===== src/rtl/brlt_pkg.sv =====
// Package: word types, status codes and field widths of the byte-range lock table.
`default_nettype none
package brlt_pkg;

  localparam int OFFSET_FIELD_W = 48;
  localparam int OWNER_FIELD_W  = 8;
  localparam int HELD_W         = 5;
  localparam logic [HELD_W-1:0] HELD_MAX = 5'd31;

  typedef enum logic {
    OP_ACQUIRE = 1'b0,
    OP_RELEASE = 1'b1
  } op_t;

  typedef enum logic [1:0] {
    ST_DONE      = 2'd0,
    ST_CONFLICT  = 2'd1,
    ST_FULL      = 2'd2,
    ST_NOT_FOUND = 2'd3
  } status_t;

  typedef struct packed {
    op_t                       operation;
    logic [OWNER_FIELD_W-1:0]  owner_id;
    logic [OFFSET_FIELD_W-1:0] range_start;
    logic [OFFSET_FIELD_W-1:0] range_length;
  } req_t;

  typedef struct packed {
    status_t           status;
    logic [HELD_W-1:0] locks_held;
  } rsp_t;

  // Per-entry verdict of the compare unit.
  typedef struct packed {
    logic overlap_foreign;
    logic exact_match;
  } cmp_t;

endpackage
`default_nettype wire


===== src/rtl/brlt_ram.sv =====
// Generic single-write, single-read RAM with registered read data.
`default_nettype none
module brlt_ram #(
  parameter int WIDTH = 8,
  parameter int DEPTH = 16,
  parameter int AW    = (DEPTH > 1) ? $clog2(DEPTH) : 1
) (
  input  wire logic             clk,
  input  wire logic             we,
  input  wire logic [AW-1:0]    waddr,
  input  wire logic [WIDTH-1:0] wdata,
  input  wire logic [AW-1:0]    raddr,
  output logic      [WIDTH-1:0] rdata
);

  logic [WIDTH-1:0] mem [DEPTH];

  always_ff @(posedge clk) begin
    if (we) begin
      mem[waddr] <= wdata;
    end
    rdata <= mem[raddr];
  end

endmodule
`default_nettype wire


===== src/rtl/brlt_cmp.sv =====
// Shared compare unit: overlap against a foreign owner and exact-match test for one entry.
`default_nettype none
module brlt_cmp #(
  parameter int OW = 48,
  parameter int HW = 8
) (
  input  wire logic [OW-1:0] req_start,
  input  wire logic [OW-1:0] req_length,
  input  wire logic [OW:0]   req_end,
  input  wire logic [HW-1:0] req_owner,
  input  wire logic [OW-1:0] ent_start,
  input  wire logic [OW-1:0] ent_length,
  input  wire logic [HW-1:0] ent_owner,
  output brlt_pkg::cmp_t     res
);
  import brlt_pkg::*;

  logic [OW:0] ent_end;
  logic        disjoint;
  logic        same_owner;

  always_comb begin
    ent_end    = {1'b0, ent_start} + {1'b0, ent_length};
    disjoint   = (req_end <= {1'b0, ent_start}) || (ent_end <= {1'b0, req_start});
    same_owner = (ent_owner == req_owner);
    res.overlap_foreign = !same_owner && !disjoint;
    res.exact_match     = same_owner && (ent_start == req_start) &&
                          (ent_length == req_length);
  end

endmodule
`default_nettype wire


===== src/rtl/byte_range_lock_table_top.sv =====
// Top level: exclusive byte-range lock table with a sequential entry scan.
//
// Request channel (req_valid/req_ready/req): one word per lock request,
// acquire or release of [range_start, range_start + range_length) for owner_id.
// Response channel (rsp_valid/rsp_ready/rsp): one word per request with the
// status and the number of locks held after the request.
//
// Timing: a request scans every table entry through one RAM read port and one
// shared compare unit, one entry per cycle. From request accept to response
// valid the request passes the scan, the registered RAM read and the decision
// state, which holds while the output register is full. req_ready is high
// only while no request is in flight, so a new request is not taken until
// the last one has left the decision state.
//
// The response sits in an output register; a new request is accepted while it
// waits. If the receiver stalls, the next request finishes its scan and holds
// in the decision cycle until the register frees up.
//
// Reset (rst, synchronous) clears all valid bits and the lock count at once;
// entry contents are stored in RAM and need no clearing.
`default_nettype none
module byte_range_lock_table_top #(
  parameter int TABLE_ENTRIES = 16,
  parameter int OFFSET_BITS   = 48,
  parameter int OWNER_BITS    = 8
) (
  input  wire logic           clk,
  input  wire logic           rst,
  input  wire logic           req_valid,
  output logic                req_ready,
  input  wire brlt_pkg::req_t req,
  output logic                rsp_valid,
  input  wire logic           rsp_ready,
  output brlt_pkg::rsp_t      rsp
);
  import brlt_pkg::*;

  // Offsets and owners wider than the word fields reduce to the field width.
  localparam int OW = (OFFSET_BITS < OFFSET_FIELD_W) ? OFFSET_BITS : OFFSET_FIELD_W;
  localparam int HW = (OWNER_BITS < OWNER_FIELD_W) ? OWNER_BITS : OWNER_FIELD_W;
  localparam int IW = (TABLE_ENTRIES > 1) ? $clog2(TABLE_ENTRIES) : 1;
  localparam int CW = $clog2(TABLE_ENTRIES + 1);
  localparam int DW = HW + 2 * OW;
  localparam logic [IW-1:0] LAST_IDX = IW'(TABLE_ENTRIES - 1);

  typedef enum logic [1:0] {
    S_IDLE,
    S_SCAN,
    S_DECIDE
  } state_t;

  state_t state;

  // Latched request.
  op_t         op_q;
  logic [HW-1:0] own_q;
  logic [OW-1:0] st_q;
  logic [OW-1:0] len_q;
  logic [OW:0]   end_q;

  // Scan: read issue, and the compare stage working on the read issued in the previous cycle.
  logic          rd_busy;
  logic [IW-1:0] rd_idx;
  logic          p_vld;
  logic [IW-1:0] p_idx;

  // Scan results.
  logic          conflict;
  logic          found;
  logic [IW-1:0] match_idx;
  logic          have_free;
  logic [IW-1:0] free_idx;

  // Table state.
  logic [TABLE_ENTRIES-1:0] valid;
  logic [CW-1:0]            count;

  // RAM and compare unit.
  logic          ram_we;
  logic [DW-1:0] ram_wdata;
  logic [DW-1:0] ram_rdata;
  logic [HW-1:0] ent_owner;
  logic [OW-1:0] ent_start;
  logic [OW-1:0] ent_length;
  cmp_t          cmp;

  // Decision.
  logic          can_out;
  logic          do_store;
  logic          do_remove;
  status_t       status_next;
  logic [CW-1:0] count_next;
  logic [HELD_W-1:0] held_next;

  assign req_ready = (state == S_IDLE);

  assign ram_wdata = {own_q, len_q, st_q};
  assign {ent_owner, ent_length, ent_start} = ram_rdata;

  brlt_ram #(
    .WIDTH (DW),
    .DEPTH (TABLE_ENTRIES)
  ) u_ram (
    .clk   (clk),
    .we    (ram_we),
    .waddr (free_idx),
    .wdata (ram_wdata),
    .raddr (rd_idx),
    .rdata (ram_rdata)
  );

  brlt_cmp #(
    .OW (OW),
    .HW (HW)
  ) u_cmp (
    .req_start  (st_q),
    .req_length (len_q),
    .req_end    (end_q),
    .req_owner  (own_q),
    .ent_start  (ent_start),
    .ent_length (ent_length),
    .ent_owner  (ent_owner),
    .res        (cmp)
  );

  // Decision cycle: conflict wins over full; release takes the lowest match.
  always_comb begin
    can_out     = !rsp_valid || rsp_ready;
    do_store    = 1'b0;
    do_remove   = 1'b0;
    status_next = ST_DONE;
    count_next  = count;
    unique case (op_q)
      OP_ACQUIRE: begin
        if (conflict) begin
          status_next = ST_CONFLICT;
        end else if (!have_free) begin
          status_next = ST_FULL;
        end else begin
          do_store   = 1'b1;
          count_next = count + CW'(1);
        end
      end
      OP_RELEASE: begin
        if (found) begin
          do_remove  = 1'b1;
          count_next = count - CW'(1);
        end else begin
          status_next = ST_NOT_FOUND;
        end
      end
      default: begin
        status_next = ST_DONE;
      end
    endcase
    if (int'(count_next) > int'(HELD_MAX)) begin
      held_next = HELD_MAX;
    end else begin
      held_next = HELD_W'(count_next);
    end
    ram_we = (state == S_DECIDE) && can_out && do_store;
  end

  always_ff @(posedge clk) begin
    if (rst) begin
      state     <= S_IDLE;
      rd_busy   <= 1'b0;
      p_vld     <= 1'b0;
      valid     <= '0;
      count     <= '0;
      rsp_valid <= 1'b0;
    end else begin
      // New response loads, or the held one leaves.
      if ((state == S_DECIDE) && can_out) begin
        rsp_valid <= 1'b1;
      end else if (rsp_ready) begin
        rsp_valid <= 1'b0;
      end
      unique case (state)
        S_IDLE: begin
          if (req_valid) begin
            op_q      <= req.operation;
            own_q     <= req.owner_id[HW-1:0];
            st_q      <= req.range_start[OW-1:0];
            len_q     <= req.range_length[OW-1:0];
            end_q     <= {1'b0, req.range_start[OW-1:0]} +
                         {1'b0, req.range_length[OW-1:0]};
            rd_idx    <= '0;
            rd_busy   <= 1'b1;
            p_vld     <= 1'b0;
            conflict  <= 1'b0;
            found     <= 1'b0;
            have_free <= 1'b0;
            state     <= S_SCAN;
          end
        end
        S_SCAN: begin
          // Read side.
          p_vld <= rd_busy;
          p_idx <= rd_idx;
          if (rd_busy) begin
            if (rd_idx == LAST_IDX) begin
              rd_busy <= 1'b0;
            end else begin
              rd_idx <= rd_idx + IW'(1);
            end
          end
          // Compare side.
          if (p_vld) begin
            if (valid[p_idx]) begin
              if (cmp.overlap_foreign) begin
                conflict <= 1'b1;
              end
              if (cmp.exact_match && !found) begin
                found     <= 1'b1;
                match_idx <= p_idx;
              end
            end else if (!have_free) begin
              have_free <= 1'b1;
              free_idx  <= p_idx;
            end
            if (p_idx == LAST_IDX) begin
              state <= S_DECIDE;
            end
          end
        end
        S_DECIDE: begin
          if (can_out) begin
            if (do_store) begin
              valid[free_idx] <= 1'b1;
            end
            if (do_remove) begin
              valid[match_idx] <= 1'b0;
            end
            count          <= count_next;
            rsp.status     <= status_next;
            rsp.locks_held <= held_next;
            state          <= S_IDLE;
          end
        end
        default: begin
          state <= S_IDLE;
        end
      endcase
    end
  end

endmodule
`default_nettype wire


===== config.mk =====
export PLATFORM = sky130hd
export DESIGN_NAME = byte_range_lock_table_top
export DESIGN_NICKNAME = d
export VERILOG_FILES = /design/src/rtl/brlt_pkg.sv /design/src/rtl/brlt_ram.sv /design/src/rtl/brlt_cmp.sv /design/src/rtl/byte_range_lock_table_top.sv
export SDC_FILE = /design/constraint.sdc
export NUM_CORES = 2
export LEC_CHECK = 0
export BUFFER_PORTS_ARGS = -buffer_cell sky130_fd_sc_hd__clkbuf_2
export CAP_MARGIN = 20
export CORE_MARGIN = 3
export CORE_UTILIZATION = 35
export DETAILED_ROUTE_END_ITERATION = 16
export GPL_TIMING_DRIVEN = 0
export PLACE_DENSITY = 0.52
export SETUP_SLACK_MARGIN = 0.5
export SLEW_MARGIN = 20
export SYNTH_ARGS = -nofsm -noshare
export SYNTH_HDL_FRONTEND = slang
export SYNTH_SLANG_ARGS = --single-unit

===== constraint.sdc =====
create_clock -name clk -period 49 [get_ports clk]
set_input_delay 9.8 -clock clk [delete_from_list [all_inputs] [get_ports clk]]
set_output_delay 9.8 -clock clk [all_outputs]
set_load 0.1 [all_outputs]

==> impl_metrics.ini <==
[worst_hold_path]
min_to = p_idx[2]$_DFFE_PP_
hold_depth = 0
min_from = rd_idx[2]$_SDFFCE_PN0P_
min_path_type = flop to flop

[die]
io_pins = 118
initial_core_util_pct = 35.2
die_x_um = 485
dieArea_um2 = 235000
rows = 175
coreArea_um2 = 228000
die_h_um = 485

[drt]
dr.pass1.iters = 7
drt_wl_total_mm = 246
vias = 42739
drtIter0Drc = 4843
ant_nets = 0
drc = 0
vias_per_cell = 5.48
routedWlPerCell_um = 31.6

[yosys]
yosys_warnings = 0
synth.most_common_cell = edfxtp_1
seq_area_frac_synth_pct = 72.3
syn_nets = 4379
synth.distinct_cells = 88
postSynthAreaPerCell_um2 = 19.7
syn_inst = 4073
netlist_area_um2 = 80200
synthTopCellsByArea = edfxtp_1 (69%), mux4_2 (15%), dfxtp_1 (3.2%), ha_1 (3.0%), xnor2_1 (0.84%)
async_flop_share_pct = 0
synth_common_cells = edfxtp_1 (1844), mux4_2 (524), ha_1 (195)
synth-edff-count = 1844
synth_seq_cells = 1974
synth_top_area_cell = edfxtp_1
synthFlopType = edfxtp_1
post-synth-top-area-fraction_pct = 69.0

[grt]
grt_pass1_vias = 43149
grt_usage_pct = 20.8
grt_first_pass_wirelength_mm = 342
grt-ovfl-total = 0
antenna_found_initial = 12
grt_max_degree = 20

[power]
power_density_nw_per_um2 = 39.6
ir_drop_v = 0.0000356
leakage_nw = 31.4

[setup_path]
worstSetupPathType = primary input to flop
crit_start = req[1]
critPathMaxFanout = 4
regToRegSetupSlack_ns = 42.96
crit_buf_inv = 1
slowest_delay_ns = 0.80
r2r_cells = 19
reg2reg_from = u_ram.rdata[0]$_DFF_P_
worstPathCellList = clkbuf_2 -> ha_1 -> a211oi_1 -> o21bai_1 -> o21a_1 -> o2111ai_1 -> a21oi_1 -> nor4b_2 -> o21ai_2 -> a31oi_1 -> o211ai_1
cp-start-kind = primary input
cp_top_family = compound AO/OA/AOI/OAI gates
worstPathRequired_ns = 49.56
endpoint_kind = flop
critical_path.slowest_cell = o2111ai_1
arrival_ns = 13.41
r2r-end = conflict$_DFFE_PP_

[outcome]
status = finished clean

[final_layout]
drive_above_1_share_pct = 26.2
layout.nets = 4912
syn_to_final_growth_pct = 17.7
fillers = 20108

[clocking]
cts_setup_buffers = 0
numClockSinks = 1974
clk_pin_slew_ns = 0.06
root_buffer = clkbuf_16
cts_max_path_buffers = 3
cts_hold_buf = 0
ctsResizeCount = 0
numCtsBuffers = 203
htreeDepth = 4
clock_latency_ns = 0.87
cts_tree = built

[timing]
setup_viol = 0
finalSetupTns_ns = 0
rsz0062_at_grt = false
min_period_ns = 12.84
post-route-period-util_pct = 26.2
fmax_ghz = 0.0779
whs_ns = 0.468
finalMaxSlewViolations = 0
hold_viol = 0
worst_pin_slew_ns = 1.20
final.setup_skew_ns = 0.0431
maxSlewHeadroom_pct = 20.1

[place]
gp_congestion = 0.936
hpwl_mm = 178
io_buffers = 116

[run]
max-cap-violations = 0
-- sequential cells by signal, indices dropped and copies added, names as in the netlist, 2 cells and up --
register     flops
count            5
end_q           49
free_idx         4
len_q           48
match_idx        4
own_q            8
p_idx            4
rd_idx           4
rsp              7
st_q            48
state            2
u_ram.mem     1664
u_ram.rdata    104
valid           16
-- logic make-up (layout without fill, tap and decap cells) --
kind of cell             after synthesis  count (layout)  synth area share (%)
multiplexers                         528             528                  14.8
adder cells (fa/ha/maj)              197             197                  3.09
XOR/XNOR                             149             149                  1.63
flip-flops                          1974            1974                  72.3
AO/OA/AOI/OAI                        478             478                  4.03
buffers and inverters                309            1014                  1.46
AND/OR/NAND/NOR                      438             438                  2.76
other                                  0               5                     0
-- metrics by stage --
step                power, mW  area, µm²  worst slack (ns)  util (%)  std cells
finish                   3.74      94400             36.16      41.5       7792
global route             3.86      94400             36.08      41.5       7788
CTS                      3.77      94400             36.20      41.5       7787
detailed placement       2.23      87800             35.32      38.6       7410
global placement         2.23      84600              5.63      37.1       7198
floorplan                2.11      80200             22.18         -       4073
-- power breakdown --
| group | switching, mW | total [mW] | internal (mW) |
|---|---|---|---|
| Combinational | 0.178 | 0.307 | 0.129 |
| Clock | 0.659 | 1.54 | 0.882 |
| Sequential | 0.0393 | 1.89 | 1.85 |
-- layer usage --
metal | part of all wire [%] | GRT usage [%]
met4 | 4.1 | 8.19
met5 | 0 | 0
met2 | 49 | 34.2
met1 | 42 | 27.8
met3 | 5.4 | 3.15
-- layout make-up --
| cell class | count | area (µm²) | area share, % |
|---|---|---|---|
| Sequential cell | 1974 | 58000 | 61.4 |
| Multi-Input combinational cell | 1790 | 21200 | 22.5 |
| Clock buffer | 296 | 5650 | 5.99 |
| Tap cell | 3009 | 3760 | 3.99 |
| Timing Repair Buffer | 328 | 3620 | 3.83 |
| Clock inverter | 81 | 938 | 0.994 |
| Buffer | 149 | 649 | 0.688 |
| Inverter | 160 | 601 | 0.636 |
| Antenna cell | 5 | 12.5 | 0.0133 |
-- worst max-delay path by stage --
stage,to,depth (start not counted)
after floorplan,conflict$_DFFE_PP_,4
after global placement,conflict$_DFFE_PP_,4
after detailed placement,end_q[45]$_DFFE_PP_,11
after CTS,end_q[45]$_DFFE_PP_,11
after global routing,end_q[45]$_DFFE_PP_,11
final,end_q[45]$_DFFE_PP_,11
-- cells in the final DEF (no fill, tap or decap), types with 39 or more instances in the layout --
master / n
clkbuf_2: 147
buf_4: 77
clkbuf_1: 140
o21ai_0: 64
nor2_1: 115
nand3_1: 39
a21o_1: 76
buf_12: 59
xor2_1: 72
buf_2: 67
clkbuf_16: 206
edfxtp_1: 1844
mux4_2: 524
nand2_1: 73
inv_1: 160
nand4_1: 48
dfxtp_1: 130
a21oi_1: 129
xnor2_1: 77
ha_1: 195
(Power assumes the default switching activity.)
